===== src/jpm_pkg.sv =====
// types and constants of the joystick to pwm channel mapper
`timescale 1ns / 1ps

package jpm_pkg;

  localparam int MAX_AXES_DEF    = 8;
  localparam int MAX_BUTTONS_DEF = 16;

  localparam logic [10:0] PULSE_MIN      = 11'd1000;
  localparam logic [10:0] PULSE_MAX      = 11'd2000;
  localparam logic [10:0] PULSE_CENTER   = 11'd1500;
  localparam logic [9:0]  PULSE_HALFSPAN = 10'd500;
  localparam logic [15:0] AXIS_FULL_SCALE = 16'd32767;
  localparam logic [15:0] IDLE_SAT       = 16'hFFFF;

  localparam logic [3:0]  AXIS_COUNT_RST   = 4'd8;
  localparam logic [4:0]  BUTTON_COUNT_RST = 5'd16;
  localparam logic [15:0] TIMEOUT_RST      = 16'd300;

  localparam logic [6:0] EV_BUTTON = 7'd1;
  localparam logic [6:0] EV_AXIS   = 7'd2;

  typedef enum logic [1:0] {
    REG_AXIS_COUNT   = 2'd0,
    REG_BUTTON_COUNT = 2'd1,
    REG_TIMEOUT_MS   = 2'd2
  } jpm_reg_t;

  typedef enum logic [2:0] {
    ST_IDLE,
    ST_LOAD,
    ST_MUL,
    ST_DIV,
    ST_EMIT
  } jpm_state_t;

endpackage


===== src/jpm_axis_scale.sv =====
// axis position to pulse width scaler, registered multiply stage then division by full scale
`timescale 1ns / 1ps

module jpm_axis_scale import jpm_pkg::*; (
  input  logic               clk,
  input  logic               mul_en,
  input  logic signed [15:0] value,
  output logic [10:0]        pulse_us
);

  logic [16:0] mag;
  logic [23:0] prod_nxt;
  logic [23:0] prod_r;
  logic        neg_r;
  logic [8:0]  hi;
  logic [15:0] rem_sum;
  logic [8:0]  quot;

  assign mag      = value[15] ? (17'd0 - {value[15], value}) : {1'b0, value};
  assign prod_nxt = {7'd0, mag} * {14'd0, PULSE_HALFSPAN};

  always_ff @(posedge clk) begin
    if (mul_en) begin
      prod_r <= prod_nxt;
      neg_r  <= value[15];
    end
  end

  // x / 32767 = hi + (hi + lo) / 32767, and hi + lo stays below twice the divisor
  assign hi      = prod_r[23:15];
  assign rem_sum = {7'd0, hi} + {1'b0, prod_r[14:0]};
  assign quot    = (rem_sum >= AXIS_FULL_SCALE) ? (hi + 9'd1) : hi;

  assign pulse_us = neg_r ? (PULSE_CENTER - {2'd0, quot}) : (PULSE_CENTER + {2'd0, quot});

endmodule


===== src/joystick_to_pwm_channel_mapper_core.sv =====
// joystick to pwm channel mapper, top level with sequencer and channel store
// button event result is valid the cycle after accept; axis events first pass ST_MUL, ST_DIV
// sweep: each axis passes ST_LOAD, ST_MUL and ST_DIV through the shared scaler, each button
// only ST_LOAD, then ST_EMIT per channel, which holds on output stall; a tick without sweep
// stays in ST_IDLE; input is stalled from accept until the last result of the item is taken
// synchronous reset restores register defaults, zeroes stored channels and the idle count
`timescale 1ns / 1ps

module joystick_to_pwm_channel_mapper_core import jpm_pkg::*; #(
  parameter int MAX_AXES    = MAX_AXES_DEF,
  parameter int MAX_BUTTONS = MAX_BUTTONS_DEF
) (
  input  logic               clk,
  input  logic               rst_n,
  input  logic               in_valid,
  output logic               in_stall,
  input  logic               in_req_type,
  input  logic [7:0]         in_event_type,
  input  logic [7:0]         in_event_number,
  input  logic signed [15:0] in_event_value,
  output logic               out_valid,
  input  logic               out_stall,
  output logic [4:0]         out_channel,
  output logic [10:0]        out_pulse_us,
  output logic               out_is_repeat,
  output logic               out_last,
  input  logic               cfg_we,
  input  logic [1:0]         cfg_index,
  input  logic [15:0]        cfg_wdata
);

  localparam int AIW = (MAX_AXES > 1) ? $clog2(MAX_AXES) : 1;
  localparam int BIW = (MAX_BUTTONS > 1) ? $clog2(MAX_BUTTONS) : 1;
  localparam int CW  = $clog2(MAX_AXES + MAX_BUTTONS + 1);

  jpm_state_t state_r, state_nxt;

  logic [3:0]               axis_count_r;
  logic [4:0]               button_count_r;
  logic [15:0]              timeout_r;
  logic [15:0]              idle_r;
  logic signed [15:0]       axis_values_r [MAX_AXES];
  logic [MAX_BUTTONS-1:0]   button_r;

  logic signed [15:0]       val_r;
  logic [CW-1:0]            sweep_idx_r;
  logic [4:0]               out_channel_r;
  logic [10:0]              out_pulse_r;
  logic                     out_is_repeat_r;
  logic                     out_last_r;

  logic [3:0]    na;
  logic [4:0]    nb;
  logic [CW-1:0] total;
  logic          in_acc;
  logic          axis_hit;
  logic          btn_hit;
  logic [15:0]   idle_inc;
  logic          sweep_hit;
  logic          idx_is_axis;
  logic [CW-1:0] btn_idx;
  logic [CW-1:0] idx_next;
  logic          mul_en;
  logic [10:0]   scale_pulse;

  assign na = ({2'd0, axis_count_r} > 6'(MAX_AXES)) ? 4'(MAX_AXES) : axis_count_r;
  assign nb = ({2'd0, button_count_r} > 7'(MAX_BUTTONS)) ? 5'(MAX_BUTTONS) : button_count_r;
  assign total = CW'(na) + CW'(nb);

  assign in_acc    = in_valid && !in_stall;
  assign axis_hit  = (in_event_type[6:0] == EV_AXIS) && (in_event_number < 8'(na));
  assign btn_hit   = (in_event_type[6:0] == EV_BUTTON) && (in_event_number < 8'(nb));
  assign idle_inc  = (idle_r != IDLE_SAT) ? (idle_r + 16'd1) : idle_r;
  assign sweep_hit = idle_inc > timeout_r;

  assign idx_is_axis = sweep_idx_r < CW'(na);
  assign btn_idx     = sweep_idx_r - CW'(na);
  assign idx_next    = sweep_idx_r + CW'(1);

  jpm_axis_scale u_scale (
    .clk      (clk),
    .mul_en   (mul_en),
    .value    (val_r),
    .pulse_us (scale_pulse)
  );

  always_comb begin
    state_nxt = state_r;
    unique case (state_r)
      ST_IDLE: begin
        if (in_acc) begin
          if (!in_req_type) begin
            if (axis_hit) begin
              state_nxt = ST_MUL;
            end else if (btn_hit) begin
              state_nxt = ST_EMIT;
            end
          end else if (sweep_hit && (total != '0)) begin
            state_nxt = ST_LOAD;
          end
        end
      end
      ST_LOAD: state_nxt = idx_is_axis ? ST_MUL : ST_EMIT;
      ST_MUL:  state_nxt = ST_DIV;
      ST_DIV:  state_nxt = ST_EMIT;
      ST_EMIT: begin
        if (!out_stall) begin
          state_nxt = (out_is_repeat_r && !out_last_r) ? ST_LOAD : ST_IDLE;
        end
      end
      default: state_nxt = ST_IDLE;
    endcase
  end

  always_comb begin
    in_stall  = 1'b1;
    out_valid = 1'b0;
    mul_en    = 1'b0;
    unique case (state_r)
      ST_IDLE: in_stall  = 1'b0;
      ST_LOAD: in_stall  = 1'b1;
      ST_MUL:  mul_en    = 1'b1;
      ST_DIV:  in_stall  = 1'b1;
      ST_EMIT: out_valid = 1'b1;
      default: in_stall  = 1'b1;
    endcase
  end

  always_ff @(posedge clk) begin
    if (!rst_n) begin
      state_r        <= ST_IDLE;
      axis_count_r   <= AXIS_COUNT_RST;
      button_count_r <= BUTTON_COUNT_RST;
      timeout_r      <= TIMEOUT_RST;
      idle_r         <= '0;
      axis_values_r  <= '{default: '0};
      button_r       <= '0;
    end else begin
      state_r <= state_nxt;
      if (cfg_we) begin
        unique case (jpm_reg_t'(cfg_index))
          REG_AXIS_COUNT:   axis_count_r   <= cfg_wdata[3:0];
          REG_BUTTON_COUNT: button_count_r <= cfg_wdata[4:0];
          REG_TIMEOUT_MS:   timeout_r      <= cfg_wdata;
          default:          timeout_r      <= timeout_r;
        endcase
      end
      if ((state_r == ST_IDLE) && in_acc) begin
        if (!in_req_type) begin
          idle_r <= '0;
          if (axis_hit) begin
            axis_values_r[in_event_number[AIW-1:0]] <= in_event_value;
          end else if (btn_hit) begin
            button_r[in_event_number[BIW-1:0]] <= (in_event_value != 16'sd0);
          end
        end else begin
          idle_r <= sweep_hit ? 16'd0 : idle_inc;
        end
      end
    end
  end

  always_ff @(posedge clk) begin
    case (state_r)
      ST_IDLE: begin
        if (in_acc) begin
          val_r           <= in_event_value;
          sweep_idx_r     <= '0;
          out_is_repeat_r <= 1'b0;
          out_last_r      <= 1'b1;
          out_channel_r   <= axis_hit ? in_event_number[4:0]
                                      : (5'(na) + in_event_number[4:0]);
          out_pulse_r     <= (in_event_value != 16'sd0) ? PULSE_MAX : PULSE_MIN;
        end
      end
      ST_LOAD: begin
        out_channel_r   <= 5'(sweep_idx_r);
        out_is_repeat_r <= 1'b1;
        out_last_r      <= (idx_next == total);
        if (idx_is_axis) begin
          val_r <= axis_values_r[sweep_idx_r[AIW-1:0]];
        end else begin
          out_pulse_r <= button_r[btn_idx[BIW-1:0]] ? PULSE_MAX : PULSE_MIN;
        end
      end
      ST_DIV: out_pulse_r <= scale_pulse;
      ST_EMIT: begin
        if (!out_stall) begin
          sweep_idx_r <= idx_next;
        end
      end
      default: out_last_r <= out_last_r;
    endcase
  end

  assign out_channel   = out_channel_r;
  assign out_pulse_us  = out_pulse_r;
  assign out_is_repeat = out_is_repeat_r;
  assign out_last      = out_last_r;

endmodule


===== config.mk =====
export PLATFORM = sky130hd
export DESIGN_NAME = joystick_to_pwm_channel_mapper_core
export DESIGN_NICKNAME = d
export VERILOG_FILES = /design/src/jpm_pkg.sv /design/src/jpm_axis_scale.sv /design/src/joystick_to_pwm_channel_mapper_core.sv
export SDC_FILE = /design/constraint.sdc
export NUM_CORES = 1
export LEC_CHECK = 0
export CORE_ASPECT_RATIO = 0.7
export CORE_UTILIZATION = 53
export DETAILED_ROUTE_END_ITERATION = 10
export DONT_BUFFER_PORTS = 1
export GPL_ROUTABILITY_DRIVEN = 0
export GPL_TIMING_DRIVEN = 0
export PLACE_DENSITY = 0.68
export SLEW_MARGIN = 20
export SYNTH_ARGS = -nofsm -noshare
export SYNTH_HDL_FRONTEND = slang
export SYNTH_SLANG_ARGS = --single-unit

===== constraint.sdc =====
create_clock -name clk -period 16.15 [get_ports clk]
set_input_delay 0 -clock clk [delete_from_list [all_inputs] [get_ports clk]]
set_output_delay 0 -clock clk [all_outputs]
set_load 0.02 [all_outputs]

; ---- Yosys cells after proc, flatten, opt, wreduce, memory -nomap -nowiden
; Cells that the tools add are included.
; W data, S select, Z words.
[word_totals]
reg_bits = 250
in_bits = 56
out_inout_bits = 20
wordCells = 141
[classes]
n_addsub = 10
multipliers = 1
n_lt_le_gt_ge = 13
eq_ne = 16
muxes = 49
bitwise = 4
n_reduce_logical = 26
[ops]
columns = cell, n
row1 = $bwmux W128, 1
row2 = $mux W16, 8
row3 = $mux W11, 5
row4 = $bmux W16 S3, 1
row5 = $demux W16 S3, 1
row6 = $pmux W11 S3, 1
row7 = $pmux W16 S2, 1
row8 = $mux W5, 5
row9 = $mul A17 B7 Y22 const B, 1
row10 = $mux W3, 7
row11 = $pmux W5 S2, 2
row12 = $mux W17, 1
row13 = $sub A1 B16 Y17 const A, 1
row14 = $add A16 B1 Y16 const B, 1
row15 = $add A9 B15 Y16, 1
row16 = $bwmux W16, 1
row17 = $ge A16 B15 Y1 const B, 1
row18 = $gt A16 B16 Y1, 1
row19 = $ne A16 B16 Y1 const B, 1
row20 = $reduce_bool A16 Y1, 1
row21 = $pmux W3 S5, 1
row22 = $reduce_and A3 Y1, 4
row23 = $add A11 B9 Y11 const A, 1
row24 = $sub A11 B9 Y11 const A, 1
row25 = other kinds (41), 70

; ---- Longest topological paths before layout
; Gate-level depths: netlist of the first run.
[depth]
depth_word = 9
ltp_mapped = 22
depth_no_buf = 22

; ---- Modules after synthesis
; Synthesis of the first run repeated with hierarchy kept, for this count alone.
[unflattened]
cells_unflattened = 1765
hier_area_um2 = 16143.0
[modules_own_cells]
columns = mod, instances, cells_per_inst, area_each_um2
row1 = joystick_to_pwm_channel_mapper_core, 1, 1247, 11444.7
row2 = jpm_axis_scale, 1, 518, 4698.3

; ---- Least setup slack after synthesis of the first run
; No wires, ideal clock.
[synth_path]
path_type = reg-to-reg
from = register val_r[0]
to = register u_scale.prod_r[22], data pin
arrival_ns = 5.288
path_slack_ns = 10.596
stages_incl_launch_ff = 19
path_cell_list = edfxtp_1 -> or4_1 -> o41ai_1 -> xor2_1 -> clkinv_1 -> xnor2_1 -> inv_1 -> fa_1 -> fa_1 -> fa_1 -> inv_1 -> ha_1 -> or3_1 -> o21ai_0 -> o31ai_1 -> nor4_1 -> o31ai_1 -> o41ai_1 -> xnor2_1
[synth_via]
elab_chain_len = 3
[synth_lines]
columns = element, line
row1 = start: declaration, joystick_to_pwm_channel_mapper_core.sv:45  ; logic signed [15:0] val_r;
row2 = start signal: assignment, joystick_to_pwm_channel_mapper_core.sv:167  ; val_r <= in_event_value;
row3 = start signal: assignment, joystick_to_pwm_channel_mapper_core.sv:181  ; val_r <= axis_values_r[sweep_idx_r[AIW-1:0]];
row4 = $sub A1 B16 Y17, jpm_axis_scale.sv:19  ; assign mag = value[15] ? (17'd0 - {value[15], value}) : {1'b0, value};
row5 = $mux W17 (*), jpm_axis_scale.sv:19
row6 = $mul A17 B7 Y22 (*), jpm_axis_scale.sv:20  ; assign prod_nxt = {7'd0, mag} * {14'd0, PULSE_HALFSPAN};
row7 = via u_scale.prod_nxt[22], jpm_axis_scale.sv:12  ; logic [23:0] prod_nxt;
row8 = end signal: assignment, jpm_axis_scale.sv:24  ; prod_r <= prod_nxt;
row9 = end: declaration, jpm_axis_scale.sv:13  ; logic [23:0] prod_r;
; Mark *: on every way through the listed nets, which the timed path passes. The rest lies on a longest branch.
; A chain may end at the register's enable or synchronous reset.

; ---- Worst setup path in the final report of the first run
; Ends and elaborated chain as after synthesis.

==> reports/qor.csv, run 1 <==
metric,value,unit
place_hpwl,30870,µm
required,16.45,ns
rsz0062_at_grt,false,
coreArea,30040,µm²
start_kind,flop,
firstDrtPassIters,5,
vias_per_cell,5.655,
cts.root.buffer_cell,clkbuf_16,
layout_setup_ws,9.885,ns
slew_headroom,0.2856,
die_x,210.9,µm
final_max_slew_viol_count,0,
overflow,0,
synth_edf_count,62,
syn_inst,1798,
drt_wl_total,41750,µm
holdPathStages,4,
ant_nets,0,
nNetsFinal,2084,
clockBufferDepth,3,
power_density,102.8,nW/µm²
drive_gt1_frac,0.05576,
place_ws,9.867,ns
diodes,0,
status,"complete, but fails checks",
grt_pass1_wl,66720,µm
synth-main-ff-cell,dfxtp_1,
area_delta_synth_final,12.51,%
synthDistinctLibCells,73,
clk_pin_slew,0.08,ns
grt.total_usage,0.2685,
cap_violations,0,
whs,-0.007851,ns
start_util,0.5389,
grt_pass1_vias,12690,
vias,13080,
postCtsSetupBuffers,0,
grt_max_degree,17,
cts_tree,yes,
dieArea,31260,µm²
critPathMaxFanout,8,
cts_buffers,26,
ctsResizeCount,0,
tightest_slew,1.072,ns
finalHoldViolCount,3,
p_leak,6.956,nW
fp.dieH,148.2,µm
rrSetupSlack,9.88,ns
fillers,2583,
fmax,159.6,MHz
yosys_warnings,0,
syn_area,16190,µm²
period_needed,6.265,ns
syn_avg_cell_area,9.003,µm²
failed_checks,hold timing,
fin_crit_sh,0.3879,
io_pins,76,
worstSkewPairLatency,0.57,ns
wl_per_cell,18.05,µm
seq_area_frac_synth,0.3475,
hold_buffers,51,
htree_levels,1,
row_count,53,
crit_arrival,6.57,ns
final_cell_mix,"377 x nand2_1, 188 x dfxtp_1, 146 x a21boi_0",
ys_ff_latch,250,
io_buffers,0,
worstRegToRegCells,17,
fin_setup_tns,0,ns
final_common_cell,nand2_1,
skew,0.02908,ns
synthArstFlopShare,0,
path_class,reg -> reg,
post-route-drc-count,0,
cp-end-kind,flop,
hold_path.class,in -> reg,
peakVddDrop,0.00008415,V
cts.sinks,250,
setup_violations,0,
drtIter0Drc,1013,
antenna_found_initial,0,
==> report_power, final <==
group | internal, mW | leakage, nW | total, mW | switching [mW]
Clock | 0.397 | 0.465 | 0.669 | 0.272
Sequential | 0.675 | 2.09 | 0.681 | 0.00554
Combinational | 0.232 | 4.40 | 0.522 | 0.290
Total | 1.30 | 6.96 | 1.87 | 0.568
==> logic make-up after synthesis <==
family                   Yosys count  share of synthesized area
XOR/XNOR                          77                    0.04166
flip-flops                       250                     0.3475
AO/OA/AOI/OAI                    363                     0.1589
AND/OR/NAND/NOR                  652                     0.1844
multiplexers                      73                    0.07312
other                              2                  0.0004639
buffers and inverters            232                    0.05403
adder cells (fa/ha/maj)          149                     0.1399
==> per-stage QoR <==
stage / hold slack [ns] / std cells / area (µm²) / util / total power, mW
2_1_floorplan: 0.1386 / 1800 / 16200 / - / 1.099
3_3_place_gp: 0.1430 / 2212 / 16710 / 0.5563 / 1.192
3_5_place_dp: 0.1467 / 2214 / 16730 / 0.5571 / 1.206
4_1_cts: 0.002211 / 2313 / 18210 / 0.6061 / 1.883
5_1_grt: 0.04143 / 2313 / 18210 / 0.6063 / 1.978
6_report: -0.007851 / 2313 / 18210 / 0.6063 / 1.872
==> registers in the layout, indices dropped and copies added (netlist names) <==
name and cells:
axis_count_r 4, axis_values_r 128, button_count_r 5, button_r 16, idle_r 16, out_channel 5, out_is_repeat 1, out_last 1
out_pulse_us 11, state_r 3, sweep_idx_r 5, timeout_r 16, u_scale.neg_r 1, u_scale.prod_r 22, val_r 16
==> critical path: stages (launching register included) <==
cell and delay, ns:
edfxtp_1 0.52, or4_1 0.63, o21ai_0 0.21, xor2_1 0.55, inv_1 0.20, xnor2_1 0.19, fa_1 0.54, fa_1 0.56
inv_1 0.05, fa_1 0.46, ha_1 0.35, o21a_1 0.14, nor4_1 0.40, o31ai_1 0.22, nor4_1 0.34, o31ai_1 0.19
o41ai_1 0.33, xnor2_1 0.14
==> synthesized netlist by cell type (all sizes together) (24+ instances only) <==
master / n / area share
a21oi: 48 / 0.015
edfxtp: 62 / 0.12
xnor2: 53 / 0.029
dfxtp: 188 / 0.23
mux4: 36 / 0.050
fa: 54 / 0.067
nand2: 377 / 0.087
nor2: 63 / 0.015
xor2: 24 / 0.013
nor2b: 40 / 0.015
o21ai: 58 / 0.018
ha: 93 / 0.072
clkbuf: 88 / 0.020
a21boi: 146 / 0.068
inv: 135 / 0.031
nand3: 28 / 0.0087
mux2i: 35 / 0.022
==> final timing paths <==
check,endpoint,from
setup / recovery,u_scale.prod_r[22]$_DFFE_PN_,val_r[0]$_DFFE_PP_
hold / removal,axis_values_r[64]$_SDFFE_PN0P_,in_req_type
setup reg to reg,u_scale.prod_r[22]$_DFFE_PN_,val_r[0]$_DFFE_PP_
hold reg to reg,axis_values_r[84]$_SDFFE_PN0P_,axis_values_r[84]$_SDFFE_PN0P_
==> metal layers <==
metal / GRT usage / vias up / share of wire
li1: - / 6337 / -
met4: 0.06087 / 0 / 0.019
met1: 0.3883 / 6315 / 0.47
met5: 0 / - / 0
met3: 0.04033 / 60 / 0.061
met2: 0.4246 / 368 / 0.45
==> area by class of cell <==
| cell class | instances | area (µm²) | share of cell area |
|---|---|---|---|
| clock buffer | 35 | 755.7 | 0.04149 |
| sequential | 250 | 5625 | 0.3089 |
| clock inverter | 13 | 206.4 | 0.01134 |
| inverter | 139 | 521.8 | 0.02865 |
| tap | 412 | 515.5 | 0.02830 |
| multi-input combinational | 1318 | 9709 | 0.5331 |
| timing repair buffer | 53 | 525.5 | 0.02885 |
| buffer | 93 | 352.8 | 0.01937 |
Power figures use the tool's default switching activity.
==> run 2, diff against run 1 <==
ABC_AREA = 1   (was default)
PLACE_DENSITY = 0.71   (was 0.68)
clock period = 5.4 ns   (was 16.15 ns; I/O delays follow)
==> run 2 against run 1 <==
  * The flow finishes with violations (DRC)
  * Combinational power rose to 11 times the previous value
  * Setup slack worse by 9.7 ns
  * Synthesized cell count grew 11%
  * Clock skew down 0.0015 ns
  * Maximum frequency increased by 19%
  * Non-clock buffer count rose by 18
  * Critical endpoint is now u_scale.prod_r[21]$_DFFE_PN_
  * Largest power group is now combinational cells
==> reports/qor.csv, run 2 <==
metric,value,unit
fp.dieH,145.4,µm
vias,14670,
grt_pass1_wl,70950,µm
cts.root.buffer_cell,clkbuf_16,
row_count,52,
period_needed,5.255,ns
final_common_cell,nand2_1,
cp-end-kind,flop,
synthTopCellsByArea,"dfxtp_1 24%, edfxtp_1 12%, o21ai_0 8.0%",
internal-power,5.816,mW
synth_top_area_frac,0.2416,
p_clk_frac,0.185,
clockBufferDepth,3,
whs,0.02085,ns
final_util,0.6319,
fin_crit_sh,0.9732,
diodes,0,
p_seq_frac,0.227,
drtIter0Drc,1663,
regArea,5625,µm²
slew_headroom,0.2735,
status,"complete, but fails checks",
worstSkewPairLatency,0.57,ns
comb_power_share,0.588,
tightest_slew,1.086,ns
rr_endpoint,u_scale.prod_r[21]$_DFFE_PN_,
grt_pass1_vias,13500,
final_cell_mix,"265 x nand2_1, 240 x o21ai_0, 239 x inv_1",
synth_most_common_cell,nand2_1,
place_ws,-0.6235,ns
top_regs,"axis_values_r (128), u_scale.prod_r (22)",
holdPathStages,4,
rrSetupSlack,0.14,ns
crit_arrival,5.55,ns
area_delta_synth_final,17.21,%
finalHoldViolCount,0,
synth_edf_count,62,
htree_levels,1,
post-route-drc-count,2,
synth-main-ff-cell,dfxtp_1,
setup_violations,0,
clk_pin_slew,0.07,ns
layout_setup_ws,0.1447,ns
p_sw_frac,0.4198,
synth_common_cells,"277 x nand2_1, 248 x o21ai_0, 243 x inv_1, 230 x a21oi_1, 188 x dfxtp_1",
skew,0.02755,ns
failed_checks,DRC,
synthArstFlopShare,0,
die_x,206.9,µm
syn_area,15570,µm²
yosys_warnings,0,
coreArea,28890,µm²
hold_path.class,in -> reg,
grt_max_degree,25,
cts.sinks,250,
synthDistinctLibCells,49,
hold_end,out_channel[2]$_DFFE_PP_,
critPathMaxFanout,10,
p_sw,4.208,mW
final_max_slew_viol_count,0,
firstDrtPassIters,11,
place_hpwl,33270,µm
fmax,190.3,MHz
start_util,0.5392,
multi_input_area,9148,µm²
antenna_found_initial,0,
p_leak,7.708,nW
io_buffers,0,
ys_ff_latch,250,
required,5.69,ns
cts_tree,yes,
peakVddDrop,0.0007094,V
wl_per_cell,18.30,µm
nNetsFinal,2320,
worstRegToRegCells,23,
io_pins,76,
top_register,axis_values_r,
syn_inst,2002,
vias_per_cell,5.835,
start_kind,flop,
r2r_start,val_r[15]$_DFFE_PP_,
seq_area_frac_synth,0.3612,
ant_nets,0,
grt.total_usage,0.2983,
path_class,reg -> reg,
syn_avg_cell_area,7.780,µm²
drt_wl_total,46000,µm
worstHoldStart,in_event_type[6],
rsz0062_at_grt,true,
largest_reg_flops,128,
cap_violations,0,
yosysTopAreaCell,dfxtp_1,
power_density,549.1,nW/µm²
p_total,10.02,mW
cts_buffers,25,
dieArea,30090,µm²
drive_gt1_frac,0.09972,
fillers,2428,
overflow,0,
[run 2: changes by cell type in the layout (fill, tap and decap cells not counted), sizes merged, moves of 36 or more]
cell / change
inv: +114
o21ai: +203
a21oi: +183
buf: +46
nor3: +42
nor2: +101
a21boi: -143
nand2: -92
mux4: -36
clkbuf: -37
nor2b: -40
[run 2: critical path, stage by stage, from the launching register on]
cell and delay (ns):
edfxtp_1 0.48, clkbuf_4 0.30, nand3b_1 0.10, nand2_1 0.20, inv_1 0.12, nor2_1 0.16, inv_1 0.09, nand2_1 0.13
xor2_2 0.19, fa_1 0.46, fa_1 0.49, fa_1 0.51, inv_1 0.04, ha_1 0.35, a21oi_1 0.19, o21ai_1 0.11
a21o_1 0.21, a31oi_2 0.24, o21ai_2 0.10, inv_1 0.10, nor3_2 0.05, nor2_2 0.16, o21ai_1 0.09, xor2_1 0.14
[run 2: cell type report]
| type | count | area share |
|---|---|---|
| Multi-Input combinational cell | 1405 | 0.5011 |
| Clock buffer | 33 | 0.03811 |
| Timing Repair Buffer | 86 | 0.04352 |
| Tap cell | 378 | 0.02591 |
| Inverter | 271 | 0.05572 |
| Buffer | 78 | 0.01851 |
| Sequential cell | 250 | 0.3082 |
| Clock inverter | 13 | 0.008979 |
[run 2: cells by family after synthesis]
family / after synthesis / synth area share
and+or+nand+nor: 608 / 0.1712
adders and majority gates: 147 / 0.1441
buffers and inverters: 349 / 0.08676
AOI/OAI and AO/OA: 578 / 0.1980
DFF: 250 / 0.3612
xor gates and xnor gates: 68 / 0.03824
other: 2 / 0.0004822
[run 2: how the worst max path moves through the flow]
stage,startpoint,end,slack (ns)
6_report,val_r[15]$_DFFE_PP_,u_scale.prod_r[21]$_DFFE_PN_,0.14
3_5_place_dp,val_r[0]$_DFFE_PP_,u_scale.prod_r[23]$_DFFE_PN_,-0.62
2_1_floorplan,val_r[0]$_DFFE_PP_,u_scale.prod_r[20]$_DFFE_PN_,0.13
3_3_place_gp,val_r[0]$_DFFE_PP_,u_scale.prod_r[23]$_DFFE_PN_,-0.52
5_1_grt,val_r[15]$_DFFE_PP_,u_scale.prod_r[21]$_DFFE_PN_,-0.15
4_1_cts,val_r[0]$_DFFE_PP_,u_scale.prod_r[23]$_DFFE_PN_,-0.008
[run 2: what timing repair did]
| action | in CTS | in global routing |
|---|---|---|
| buffers inserted | 4 | 24 |
| setup endpoints to repair | 8 | 8 |
| cloned | 0 | 0 |
| gates resized for setup | 23 | 82 |
| pin swaps | 3 | 35 |
| hold buffers | 58 | 0 |
| endpoints found under the hold margin | 204 | 0 |
[run 2: metal layers]
layer	global-route usage	vias to the layer above	wire length, µm
li1	-	6966	-
met1	0.4542	6887	20790
met2	0.4375	719	19800
met3	0.04613	96	4205
met4	0.07810	0	1202
met5	0	-	0
[run 2: per-stage QoR]
stage	area [µm²]	instances	setup TNS (ns)
floorplan	15580	2004	0
global placement	16060	2382	-1.832
detailed placement	16070	2382	-2.382
CTS	17690	2490	-0.007562
finish	18260	2514	0
global route	18260	2514	-0.4498
[run 2: power groups by stage]
stage / sequential (mW) / clock, mW / combinational (mW)
finish: 2.28 / 1.86 / 5.89
global route: 2.28 / 1.94 / 6.54
CTS: 2.27 / 1.86 / 4.47
detailed placement: 2.31 / 0 / 4.37
global placement: 2.31 / 0 / 4.27
floorplan: 2.31 / 0 / 3.39
